### src/hw/rtl/bpc_pkg.sv
// Package for the button press classifier: item types, event codes and register indexes.
// Used by every module of the block; it depends on nothing else.
package bpc_pkg;

  // Fixed field widths.
  localparam int unsigned TIME_W     = 32;
  localparam int unsigned LEVEL_BITS = 4;
  localparam int unsigned CFG_W      = 16;
  localparam int unsigned CLICK_W    = 8;
  localparam int unsigned BTN_W      = 3;
  localparam int unsigned TYPE_W     = 2;
  localparam int unsigned CFG_IDX_W  = 4;

  // At most this many events leave the block for one tick.
  localparam int unsigned MAX_RESULTS = 8;
  localparam int unsigned CNT_W       = $clog2(MAX_RESULTS);

  // Reset values of the timing registers, in ms.
  localparam logic [CFG_W-1:0] LONG_PRESS_RESET   = 16'd800;
  localparam logic [CFG_W-1:0] DOUBLE_PRESS_RESET = 16'd400;

  // Configuration register indexes.
  localparam logic [CFG_IDX_W-1:0] REG_LONG_PRESS   = 4'd0;
  localparam logic [CFG_IDX_W-1:0] REG_DOUBLE_PRESS = 4'd1;

  // Press type codes.
  localparam logic [TYPE_W-1:0] PRESS_SINGLE = 2'd1;
  localparam logic [TYPE_W-1:0] PRESS_DOUBLE = 2'd2;
  localparam logic [TYPE_W-1:0] PRESS_LONG   = 2'd3;

  // One input item: a sampling tick.
  typedef struct packed {
    logic [TIME_W-1:0]     now_ms;
    logic [LEVEL_BITS-1:0] button_levels;
  } in_item_t;

  // One result item: a button event.
  typedef struct packed {
    logic [BTN_W-1:0]  button_number;
    logic [TYPE_W-1:0] press_kind;
    logic              last_event;
  } out_item_t;

  // Events that one button raises for one tick.
  typedef struct packed {
    logic long_ev;
    logic click_ev;
    logic double_ev;
  } lane_ev_t;

  // Status of the event serializer seen by the input stage.
  typedef struct packed {
    logic free;
    logic busy;
  } ser_status_t;

endpackage

### src/hw/rtl/button_press_classifier.sv
// Button press classifier: input register, per-button lanes and event serializer.
// Depends on bpc_pkg, bpc_lane and bpc_serializer.
//
// Usage: each input item is one sampling tick with a ms timestamp and the
// active-low button levels. The block answers with zero or more event items
// (button number, press type, last-event flag); the last event of a tick has
// last_event set, and a tick without events produces no item.
// Channels use valid and stall: an item moves when valid is high and stall low.
// Timing: a tick is registered at the input, decided there, loaded into the event
// register, and its first event passes the output register to out_valid_o.
// Throughput, receiver not stalling: one tick per cycle if it raises no event,
// otherwise one cycle per event, paced by the serializer's single result port.
// When the receiver stalls, the output register and the event register hold,
// and in_stall_o rises once the input register holds a tick it cannot pass on.
// Configuration writes (long press and double press windows) are always
// accepted and must only be made while the block is idle.
// Reset clears all button state and loads 800 ms and 400 ms into the windows.
module button_press_classifier #(
  parameter int unsigned NUM_BUTTONS = 4
) (
  input  logic                           clk_i,
  input  logic                           rst_ni,
  input  logic                           in_valid_i,
  output logic                           in_stall_o,
  input  bpc_pkg::in_item_t              in_data_i,
  output logic                           out_valid_o,
  input  logic                           out_stall_i,
  output bpc_pkg::out_item_t             out_data_o,
  input  logic                           cfg_valid_i,
  output logic                           cfg_ready_o,
  input  logic [bpc_pkg::CFG_IDX_W-1:0]  cfg_index_i,
  input  logic [bpc_pkg::CFG_W-1:0]      cfg_data_i
);

  logic                          in_valid_q, in_valid_d;
  bpc_pkg::in_item_t             in_data_q;
  logic                          in_load, advance, any_ev;
  logic [bpc_pkg::CFG_W-1:0]     long_ms_q, double_ms_q;
  bpc_pkg::lane_ev_t             lane_ev [NUM_BUTTONS];
  bpc_pkg::ser_status_t          ser_status;

  // Configuration registers.
  assign cfg_ready_o = 1'b1;

  always_ff @(posedge clk_i or negedge rst_ni) begin
    if (!rst_ni) begin
      long_ms_q   <= bpc_pkg::LONG_PRESS_RESET;
      double_ms_q <= bpc_pkg::DOUBLE_PRESS_RESET;
    end else if (cfg_valid_i && cfg_ready_o) begin
      if (cfg_index_i == bpc_pkg::REG_LONG_PRESS) begin
        long_ms_q <= cfg_data_i;
      end
      if (cfg_index_i == bpc_pkg::REG_DOUBLE_PRESS) begin
        double_ms_q <= cfg_data_i;
      end
    end
  end

  // Input register; a tick moves on when the serializer can take its events.
  assign advance    = in_valid_q & ser_status.free;
  assign in_stall_o = in_valid_q & ~ser_status.free;
  assign in_load    = in_valid_i & ~in_stall_o;

  always_comb begin
    in_valid_d = in_valid_q;
    if (in_load) begin
      in_valid_d = 1'b1;
    end else if (advance) begin
      in_valid_d = 1'b0;
    end
  end

  always_ff @(posedge clk_i or negedge rst_ni) begin
    if (!rst_ni) begin
      in_valid_q <= 1'b0;
    end else begin
      in_valid_q <= in_valid_d;
    end
  end

  always_ff @(posedge clk_i) begin
    if (in_load) begin
      in_data_q <= in_data_i;
    end
  end

  // One lane per button; buttons without a level bit read as released.
  for (genvar b = 0; b < NUM_BUTTONS; b++) begin : g_lane
    logic pressed;
    if (b < bpc_pkg::LEVEL_BITS) begin : g_pin
      assign pressed = ~in_data_q.button_levels[b];
    end else begin : g_nopin
      assign pressed = 1'b0;
    end

    bpc_lane u_lane (
      .clk_i       (clk_i),
      .rst_ni      (rst_ni),
      .en_i        (advance),
      .pressed_i   (pressed),
      .now_ms_i    (in_data_q.now_ms),
      .long_ms_i   (long_ms_q),
      .double_ms_i (double_ms_q),
      .ev_o        (lane_ev[b])
    );
  end

  // Any event raised by the tick in the input register.
  always_comb begin
    any_ev = 1'b0;
    for (int b = 0; b < NUM_BUTTONS; b++) begin
      any_ev = any_ev | lane_ev[b].long_ev | lane_ev[b].click_ev;
    end
  end

  bpc_serializer #(
    .NumButtons (NUM_BUTTONS)
  ) u_serializer (
    .clk_i       (clk_i),
    .rst_ni      (rst_ni),
    .load_i      (advance),
    .ev_i        (lane_ev),
    .status_o    (ser_status),
    .out_valid_o (out_valid_o),
    .out_stall_i (out_stall_i),
    .out_data_o  (out_data_o)
  );

`ifndef SYNTHESIS
  // Every result carries a real press type.
  a_type_nonzero: assert property (@(posedge clk_i) disable iff (!rst_ni)
    out_valid_o |-> (out_data_o.press_kind != '0))
    else $error("result item with empty press type");

  // A tick that raises events leaves the serializer busy.
  a_events_loaded: assert property (@(posedge clk_i) disable iff (!rst_ni)
    (advance && any_ev) |=> ser_status.busy)
    else $error("events of a tick were lost");

  // A stalled tick stays in the input register.
  a_stall_holds: assert property (@(posedge clk_i) disable iff (!rst_ni)
    in_stall_o |=> in_valid_q)
    else $error("stalled tick left the input register");

  // Nothing is shown on the output while nothing was pending.
  a_out_source: assert property (@(posedge clk_i) disable iff (!rst_ni)
    (!ser_status.busy && !out_valid_o) |=> !out_valid_o)
    else $error("result item without a pending event");
`endif

endmodule

### src/hw/rtl/bpc_lane.sv
// One button lane: held flag, press time and click count, plus the event decision.
// Depends on bpc_pkg for the lane event type and field widths.
module bpc_lane (
  input  logic                        clk_i,
  input  logic                        rst_ni,
  input  logic                        en_i,
  input  logic                        pressed_i,
  input  logic [bpc_pkg::TIME_W-1:0]  now_ms_i,
  input  logic [bpc_pkg::CFG_W-1:0]   long_ms_i,
  input  logic [bpc_pkg::CFG_W-1:0]   double_ms_i,
  output bpc_pkg::lane_ev_t           ev_o
);

  logic                          held_q, held_d;
  logic [bpc_pkg::TIME_W-1:0]    start_q, start_d;
  logic [bpc_pkg::CLICK_W-1:0]   clicks_q, clicks_d, clicks_mid;
  logic                          press_now, release_now;
  logic [bpc_pkg::TIME_W-1:0]    hold_time, since_press;
  logic                          long_ev, click_ev;

  // Edge detection against the held flag.
  assign press_now   = pressed_i & ~held_q;
  assign release_now = ~pressed_i & held_q;
  assign held_d      = pressed_i;
  assign start_d     = press_now ? now_ms_i : start_q;

  // Hold time of a release, modulo 2^32.
  assign hold_time = now_ms_i - start_q;
  assign long_ev   = release_now && (hold_time > {16'd0, long_ms_i});

  // A short release adds a click; the count saturates.
  always_comb begin
    clicks_mid = clicks_q;
    if (release_now && !long_ev && (clicks_q != '1)) begin
      clicks_mid = clicks_q + 1'b1;
    end
  end

  // Pending clicks are reported once the window since the last press is over.
  assign since_press = now_ms_i - start_d;
  assign click_ev    = (clicks_mid != '0) && (since_press > {16'd0, double_ms_i});
  assign clicks_d    = click_ev ? '0 : clicks_mid;

  assign ev_o.long_ev   = long_ev;
  assign ev_o.click_ev  = click_ev;
  assign ev_o.double_ev = (clicks_mid != bpc_pkg::CLICK_W'(1));

  // Lane state advances once per tick.
  always_ff @(posedge clk_i or negedge rst_ni) begin
    if (!rst_ni) begin
      held_q   <= 1'b0;
      start_q  <= '0;
      clicks_q <= '0;
    end else if (en_i) begin
      held_q   <= held_d;
      start_q  <= start_d;
      clicks_q <= clicks_d;
    end
  end

endmodule

### src/hw/rtl/bpc_serializer.sv
// Event serializer: holds a tick's events, hands out one item a cycle unless stalled.
// Depends on bpc_pkg for the lane event, status and result item types.
module bpc_serializer #(
  parameter int unsigned NumButtons = 4
) (
  input  logic                  clk_i,
  input  logic                  rst_ni,
  input  logic                  load_i,
  input  bpc_pkg::lane_ev_t     ev_i [NumButtons],
  output bpc_pkg::ser_status_t  status_o,
  output logic                  out_valid_o,
  input  logic                  out_stall_i,
  output bpc_pkg::out_item_t    out_data_o
);

  localparam int unsigned EvBits = 2 * NumButtons;

  logic [EvBits-1:0]               mask_q, mask_d, mask_new, sel_oh, rest;
  logic [NumButtons-1:0]           dbl_q, dbl_d, dbl_new;
  logic [bpc_pkg::CNT_W-1:0]       cnt_q, cnt_d;
  logic                            out_valid_q, out_valid_d;
  bpc_pkg::out_item_t              out_data_q, out_data_d;
  logic [bpc_pkg::BTN_W-1:0]       sel_btn;
  logic [bpc_pkg::TYPE_W-1:0]      sel_type;
  logic                            busy, out_load, pop, last;

  // Events of a new tick, ordered long before click for each button.
  always_comb begin
    for (int b = 0; b < NumButtons; b++) begin
      mask_new[2*b]   = ev_i[b].long_ev;
      mask_new[2*b+1] = ev_i[b].click_ev;
      dbl_new[b]      = ev_i[b].double_ev;
    end
  end

  // Pick the lowest pending event.
  always_comb begin
    sel_oh   = '0;
    sel_btn  = '0;
    sel_type = bpc_pkg::PRESS_SINGLE;
    for (int i = EvBits - 1; i >= 0; i--) begin
      if (mask_q[i]) begin
        sel_oh    = '0;
        sel_oh[i] = 1'b1;
        sel_btn   = bpc_pkg::BTN_W'((i / 2) + 1);
        if ((i % 2) == 0) begin
          sel_type = bpc_pkg::PRESS_LONG;
        end else if (dbl_q[i/2]) begin
          sel_type = bpc_pkg::PRESS_DOUBLE;
        end else begin
          sel_type = bpc_pkg::PRESS_SINGLE;
        end
      end
    end
  end

  assign busy     = (mask_q != '0);
  assign out_load = ~out_valid_q | ~out_stall_i;
  assign pop      = busy & out_load;
  assign rest     = mask_q & ~sel_oh;
  // The tick ends when nothing is left or the event limit is reached.
  assign last     = (rest == '0) || (cnt_q == bpc_pkg::CNT_W'(bpc_pkg::MAX_RESULTS - 1));

  assign status_o.busy = busy;
  assign status_o.free = ~busy | (pop & last);

  // Next contents of the event register.
  always_comb begin
    mask_d = mask_q;
    dbl_d  = dbl_q;
    cnt_d  = cnt_q;
    if (pop) begin
      mask_d = last ? '0 : rest;
      cnt_d  = cnt_q + 1'b1;
    end
    if (load_i) begin
      mask_d = mask_new;
      dbl_d  = dbl_new;
      cnt_d  = '0;
    end
  end

  // Output register.
  always_comb begin
    out_valid_d = out_valid_q;
    out_data_d  = out_data_q;
    if (out_load) begin
      out_valid_d              = pop;
      out_data_d.button_number = sel_btn;
      out_data_d.press_kind    = sel_type;
      out_data_d.last_event    = last;
    end
  end

  always_ff @(posedge clk_i or negedge rst_ni) begin
    if (!rst_ni) begin
      mask_q      <= '0;
      cnt_q       <= '0;
      out_valid_q <= 1'b0;
    end else begin
      mask_q      <= mask_d;
      cnt_q       <= cnt_d;
      out_valid_q <= out_valid_d;
    end
  end

  // Payload registers.
  always_ff @(posedge clk_i) begin
    dbl_q      <= dbl_d;
    out_data_q <= out_data_d;
  end

  assign out_valid_o = out_valid_q;
  assign out_data_o  = out_data_q;

endmodule
### config.mk
export PLATFORM = sky130hd
export DESIGN_NAME = button_press_classifier
export DESIGN_NICKNAME = d
export VERILOG_FILES = /design/src/hw/rtl/bpc_pkg.sv /design/src/hw/rtl/button_press_classifier.sv /design/src/hw/rtl/bpc_lane.sv /design/src/hw/rtl/bpc_serializer.sv
export SDC_FILE = /design/constraint.sdc
export NUM_CORES = 1
export LEC_CHECK = 0
export BUFFER_PORTS_ARGS = -buffer_cell sky130_fd_sc_hd__buf_2
export CAP_MARGIN = 5
export CORE_AREA = 2 2 453 230
export CTS_CLUSTER_DIAMETER = 80
export DETAILED_ROUTE_END_ITERATION = 10
export DIE_AREA = 0 0 455 232
export PLACE_DENSITY_LB_ADDON = 0.12
export SYNTH_ARGS = -nofsm -noshare
export SYNTH_HDL_FRONTEND = slang
export SYNTH_SLANG_ARGS = --single-unit
### constraint.sdc
create_clock -name clk_i -period 5.9 [get_ports clk_i]
set_input_delay 0 -clock clk_i [delete_from_list [all_inputs] [get_ports clk_i]]
set_output_delay 0 -clock clk_i [all_outputs]
set_load 0.005 [all_outputs]
==> results.md, run 1 <==
- Hold WC Path Type: primary input to flip-flop
- Routed vias/inst: between 5 and 6
- Syn Area/Cell: about 8.0 um^2
- F_max: around 170 MHz
- Syn_nets: 4,126
- Synth top area share: between 10% and 20%
- Global route total overflow: 0
- DR pass1 iterations: 5
- # IOs: 70
- Final Cycle Share: 97.5%
- Vias in the first global route: 26,000
- Setup CP Type: flip-flop to flip-flop
- Placed cells: approximately 5,200
- Starting Density: 28.8%
- Critical Path AT: 6.11 ns
- PD cells: around 660 nW/um^2
- Number of buffers created by CTS: 31
- Share of the yosys chip area belonging to registers: 22.6%
- Clk Latency, worst-skew pair: 0.65 ns
- CP Capture Type: flip-flop
- CP required: 6.26 ns
- 1st-iter DRT viols: about 2,300
- Maximum VDD drop: around 0.27 mV
- Final setup vio count: 0
- Area growth, synth to finish: 19.2%
- Post-DP HPWL: between 80,000 and 90,000 um
- Top area cells in the synthesized netlist: dfrtp_1 17%, ha_1 16%, o21ai_0 5.7%
- Clk root buf: clkbuf_16
- Post-route ant nets: 0
- PortBufs: slightly below 70
- Layout cell share with drive strength beyond 1: 12.2%
- Power Total: between 20 and 25 mW
- Max H-tree Level: 1
- Clk buf depth: 3
- Cell count after synthesis: 3,675
- Via count: 28,000
- Leak pwr: 15.1 nW
- Distinct cells, synth: 93
- Cell Area, Synth: 29,300 um^2
- Max_cap viols: 0
- CTS tree: yes
- Largest net degree at the start of global routing: 124
- Critical Path Fanout Max: 4
- GRT Resource Usage Total: 20.2%
- WL/cell: 20.3 um
- Routed wire length: 108,000 um
- Width of the die: 455 um
- Die ar.: 106,000 um^2
- Hold Fails Final Rpt: 0
- Core Box Area: 102,000 um^2
- Yosys warning count: 0
- Cell accounting for the most synthesized area: dfrtp_1
- Finished Layout Cells: 5,322
- DR DRC count: 0
- Clock sink count: 255
- Top cells by count, synth: 395 x nand2_1, 382 x ha_1, 335 x o21ai_0
- Clock transition at path regs: 0.07 ns
- Die height: 232 um
- Critical Path Start Type: flip-flop
- Nets: around 4,400
- Site row count: between 80 and 90
- Status: finished, final reports clean
- Initial antenna violation count: 3
- Clock skew: 0.0291 ns
- GP Congestion: 0.864
- Most frequent cell after synthesis: nand2_1
- Slew HR: 36.1%
- Slew Limit Fails: 0
- First-pass GRT wire length: 162,000 um
- Synth Flop Type: dfrtp_1
- Post-synth ARST share: between 80% and 90%
- RSZ-0062 raised after global routing: yes
- Tmin final: 5.76 ns
- Synth Register Bits: 255
- Post-synth EDFFs: 46
- Slew of the pin with the lowest slew margin: approximately 0.93 ns
==> worst paths after layout <==
check	startpoint	end	cells after the start	slack, ns
max	in_data_q[7]	u_serializer.dbl_q[1]	23	0.14
min reg2reg	g_lane[0].u_lane.start_q[19]	g_lane[0].u_lane.start_q[19]	2	0.51
min in group asynchronous	rst_ni	g_lane[0].u_lane.start_q[11]	3	0.43
max reg2reg	in_data_q[7]	u_serializer.dbl_q[1]	23	0.14
max in group asynchronous	rst_ni	g_lane[1].u_lane.start_q[10]	4	4.25
min	in_data_i[8]	in_data_q[8]	2	0.07
==> state kept, by name, indices dropped and copies added (netlist names), 4 cells and up <==
register                 count
g_lane.u_lane.held_q         4
long_ms_q                   16
in_data_q                   36
u_serializer.dbl_q           4
u_serializer.out_data_o      6
double_ms_q                 16
g_lane.u_lane.start_q      128
g_lane.u_lane.clicks_q      32
u_serializer.mask_q          8
==> through the flow <==
| step | worst slack [ns] | hold slack [ns] | instance area [um^2] | utilization [%] | setup TNS, ns |
|---|---|---|---|---|---|
| after CTS | 0.0105 | 0.0174 | 34400 | 33.8 | 0 |
| after global placement | -0.146 | 0.0737 | 32300 | 31.8 | -0.330 |
| after floorplan | 0.0257 | -0.296 | 29300 | - | 0 |
| final | 0.145 | 0.0746 | 34900 | 34.3 | 0 |
| after global routing | -0.0382 | 0.0375 | 34900 | 34.3 | -0.142 |
| after detailed placement | -0.123 | 0.0638 | 32300 | 31.8 | -0.235 |
==> cell type report <==
class                           count  area [um^2]
Clock buffer                       42          930
Multi-Input combinational cell   3052        21700
Tap cell                         1360         1700
Timing Repair Buffer              350         2790
Inverter                          246          923
Sequential cell                   255         6620
Clock inverter                     15          243
Fill cell                       10600        66800
Antenna cell                        2         5.00
==> power by group <==
part           switching, mW  total [mW]  internal [mW]
Combinational           10.5        17.8           7.33
Clock                  0.929        2.29           1.36
Sequential             0.598        3.01           2.41
Total                   12.0        23.1           11.1
==> worst max-delay path, stage by stage (launching register included) <==
cell and delay, ns:
edfxtp_1 0.50, ha_1 0.41, o211ai_1 0.10, a21oi_1 0.21, o21ai_0 0.13, nand2_1 0.11
a21boi_0 0.09, buf_4 0.14, buf_4 0.12, xnor2_1 0.19, ha_1 0.28, nand3_1 0.11
o22ai_1 0.08, nor3_1 0.16, nor3_1 0.09, a2111oi_2 0.37, buf_4 0.17, o221ai_1 0.11
or4_1 0.51, or4_4 0.53, or4_4 0.54, a22oi_4 0.25, buf_4 0.15, nand3b_1 0.12
==> cell families after synthesis <==
kind of cell,after synthesis,synth area share (%)
AO/OA/AOI/OAI,1166,25.3
AND/OR/NAND/NOR,1132,18.7
adder cells (fa/ha/maj),390,16.9
buffers and inverters,368,4.76
flip-flops,255,22.6
XOR/XNOR,189,5.66
multiplexers,174,6.12
other,1,0.0128
==> what timing repair did <==
action / CTS / global route
resized for setup: 5 / 79
hold endpoints to repair: 167 / 0
setup endpoints to repair: 8 / 40
hold buffers: 87 / 0
pin swaps: 0 / 11
setup buffers: 0 / 12
gates cloned: 0 / 0
==> per-layer routing <==
metal / GRT usage, % / vias up / part of all wire (%)
li1: - / 14100 / -
met1: 34.8 / 13200 / 58
met2: 24.1 / 706 / 34
met3: 3.97 / 77 / 6.9
met4: 3.23 / 0 / 1.6
met5: 0 / - / 0
==> cells in the final DEF (no fill, tap or decap), types with 38 or more instances in the layout <==
cell type / count
nand3_1: 79
a21o_1: 111
mux2_2: 38
a31oi_1: 39
buf_4: 185
a211oi_1: 42
nand4_1: 69
nor3_1: 75
xor2_1: 69
ha_1: 380
o21a_1: 47
a21oi_1: 302
inv_1: 243
dfrtp_1: 203
o21ai_0: 328
buf_2: 67
dlygate4sd3_1: 86
nor2_1: 240
xnor2_1: 120
mux2i_1: 127
edfxtp_1: 46
nand2_1: 395
(Power assumes the default switching activity.)
==> run 2: changes to the inputs <==
- RECOVER_POWER: unset -> 50
==> run 2 against run 1 <==
The flow now finishes with violations (max-capacitance violations, max-slew violations). First-iteration DRC count decreased by 1.8%. Via count about the same. Wire length hardly changed. Worst setup slack worse by 0.0071 ns. Non-clock buffer count stayed put. Die area did not move. Largest power group unchanged. Highest routed layer unchanged.
==> results.md, run 2 (same netlist as run 1, synthesis figures left out) <==
- Status: complete, but fails checks (was finished, final reports clean)
- Failing checks: max-capacitance violations, max-slew violations
- GP Congestion: 0.864 (unchanged)
- R2r endpoint: u_serializer.dbl_q[1] (unchanged)
- RR Startpoint: in_data_q[7] (unchanged)
- Leading cell types in the layout, fill and taps excluded: 395 x nand2_1, 380 x ha_1, 328 x o21ai_0, 302 x a21oi_1, 243 x inv_1 (unchanged)
- Fillers: 10,600 (about the same)
- Number of buffers created by CTS: 31 (unchanged)
- Routed wire length: 108,000 um (about the same)
- Leak pwr: 15.0 nW (was 15.1 nW)
- Largest Register: g_lane.u_lane.start_q (unchanged)
- Met1 Track Usage GR: 34.8% (unchanged)
- CTS tree: yes (unchanged)
- Site row count: 83 (unchanged)
- Final Cycle Share: 97.7% (was 97.5%)
- Critical Path Fanout Max: 4 (unchanged)
- Slew Limit Fails: 89 (was 0)
- Max_cap viols: 2 (was 0)
- Slew HR: -141% (was 36.1%)
- Final setup vio count: 0 (unchanged)
- Clock transition at path regs: 0.07 ns (about the same)
- Top Registers: g_lane.u_lane.start_q x128, in_data_q x36, g_lane.u_lane.clicks_q x32 (unchanged)
- Logic pwr share: 77.1% (about the same)
- Maximum VDD drop: 0.275 mV (was 0.274 mV)
- GRT Resource Usage Total: 20.2% (unchanged)
- PD cells: 664 nW/um^2 (was 663 nW/um^2)
- Vias in the first global route: 26,000 (unchanged)
- Clock sink count: 255 (unchanged)
- Hold Fails Final Rpt: 0 (unchanged)
- Global route total overflow: 0 (unchanged)
- Pre-CTS WS: -0.123 ns (unchanged)
- WL/cell: 20.4 um (was 20.3 um)
- F_max: 174 MHz (about the same)
- Clk Latency, worst-skew pair: 0.64 ns (was 0.65 ns)
- CP Capture Type: flip-flop (unchanged)
- Min-Delay Startpoint: in_data_i[8] (unchanged)
- DR DRC count: 0 (unchanged)
- Hold path endpoint: in_data_q[8] (unchanged)
- Final Hold Slack: 0.0755 ns (was 0.0746 ns)
- Die ar.: 106,000 um^2 (unchanged)
- Power Total: 23.1 mW (about the same)
- Area growth, synth to finish: 19.0% (was 19.2%)
- Post-DP HPWL: 88,400 um (unchanged)
- GR Util met3: 3.97% (unchanged)
- Layout cell share with drive strength beyond 1: 11.7% (was 12.2%)
- Clk pwr share: 9.9% (about the same)
- Max H-tree Level: 1 (unchanged)
- P_sw: 12.0 mW (about the same)
- Post-route ant nets: 0 (unchanged)
- Via count: 28,000 (about the same)
- Routed vias/inst: 5.27 (about the same)
- Width of the die: 455 um (unchanged)
- Most common cell after layout, fill and taps aside: nand2_1 (unchanged)
- DP Area: 32,300 um^2 (unchanged)
- Largest register FFs: 128 (unchanged)
- Reg2Reg Depth: 23 (unchanged)
- Largest net degree at the start of global routing: 124 (unchanged)
- Net Sw Frac: 52.0% (about the same)
- CP required: 6.26 ns (about the same)
- Clock skew: 0.0252 ns (was 0.0291 ns)
- Internal: 11.1 mW (about the same)
- Slew of the pin with the lowest slew margin: 3.62 ns (was 0.934 ns)
- Busiest grt layer: met1 (unchanged)
- Core Box Area: 102,000 um^2 (unchanged)
- PortBufs: 68 (unchanged)
- Post-route cell area: 34,800 um^2 (was 34,900 um^2)
- Setup CP Type: flip-flop to flip-flop (unchanged)
- DR pass1 iterations: 6 (was 5)
- Met2 usage: 24.1% (unchanged)
- Clk buf depth: 3 (unchanged)
- Reg power frac: 13.0% (about the same)
- First-pass GRT wire length: 162,000 um (unchanged)
- Setup TNS: 0 ns (unchanged)
- 1st-iter DRT viols: 2,289 (was 2,331)
- Initial antenna violation count: 3 (unchanged)
- Slack of the critical path: 0.138 ns (was 0.145 ns)
- RSZ-0062 raised after global routing: yes (unchanged)
- Hold path cells: 2 (unchanged)
- Flop-to-flop setup slack: 0.14 ns (about the same)
- Critical Path Start Type: flip-flop (unchanged)
- Critical Path AT: 6.12 ns (was 6.11 ns)
- Die height: 232 um (unchanged)
- Starting Density: 28.8% (unchanged)
- Tmin final: 5.76 ns (about the same)
- Clk root buf: clkbuf_16 (unchanged)
- Nets: 4,387 (unchanged)
- Hold WC Path Type: primary input to flip-flop (unchanged)
- # IOs: 70 (unchanged)
## run 2: changes by cell type in the layout (fill, tap and decap cells not counted), sizes merged
cell,change
buf,-20
clkbuf,+20
## run 2: per-layer routing
metal | vias to the layer above | part of all wire (%)
met5 | - | 0
met4 | 0 | 1.5
met3 | 71 | 6.9
met2 | 688 | 34
met1 | 13200 | 58
li1 | 14100 | -
## run 2: area by class of cell
class / instances / area, um^2 / area share (%)
diodes: 2 / 5.00 / 0.0144
clock buffers: 42 / 930 / 2.67
clock inverters: 15 / 243 / 0.697
inverters: 246 / 923 / 2.65
multi-input cells: 3052 / 21700 / 62.2
flip-flops and latches: 255 / 6620 / 19.0
well taps: 1360 / 1700 / 4.89
repair buffers: 350 / 2730 / 7.85
## run 2: power by group through the flow
stage / Sequential, mW / Clock [mW] / Combinational [mW]
6_report: 3.01 / 2.29 / 17.8
5_1_grt: 3.09 / 2.43 / 19.9
4_1_cts: 3.00 / 2.37 / 17.3
3_5_place_dp: 3.03 / 0 / 17.1
3_3_place_gp: 3.03 / 0 / 17.3
2_1_floorplan: 2.82 / 0 / 12.4
## run 2: worst max path at each step
stage / slack, ns / depth (start not counted) / startpoint / endpoint
after global routing: -0.04 / 24 / in_data_q[5] / u_serializer.dbl_q[1]
after global placement: -0.15 / 23 / in_data_q[10] / u_serializer.dbl_q[1]
final: 0.14 / 23 / in_data_q[7] / u_serializer.dbl_q[1]
after floorplan: 0.03 / 24 / in_data_q[3] / g_lane[3].u_lane.clicks_q[6]
after detailed placement: -0.12 / 23 / in_data_q[10] / u_serializer.dbl_q[1]
after CTS: 0.01 / 23 / in_data_q[10] / u_serializer.dbl_q[1]
## run 2: timing repair
| action | CTS | global route |
|---|---|---|
| buffers inserted | 0 | 12 |
| hold buffers | 87 | 0 |
| endpoints found under the setup margin | 8 | 40 |
| pin swaps | 0 | 11 |
| endpoints found under the hold margin | 167 | 0 |
| resized for setup | 5 | 79 |
## run 2: stage by stage
step,std cells,utilization (%)
after floorplan,3675,-
after CTS,5308,33.8
after global placement,5164,31.8
after detailed placement,5164,31.8
final,5322,34.2
after global routing,5320,34.2
## run 2: critical path, cell delays in order (launching register included)
cell and delay (ns):
edfxtp_1 0.50, ha_1 0.41, o211ai_1 0.10, a21oi_1 0.21
o21ai_0 0.13, nand2_1 0.11, a21boi_0 0.09, buf_4 0.14
buf_4 0.12, xnor2_1 0.19, ha_1 0.28, nand3_1 0.11
o22ai_1 0.08, nor3_1 0.16, nor3_1 0.09, a2111oi_2 0.37
buf_4 0.17, o221ai_1 0.11, or4_1 0.51, or4_4 0.53
or4_4 0.54, a22oi_4 0.25, buf_4 0.15, nand3b_1 0.12
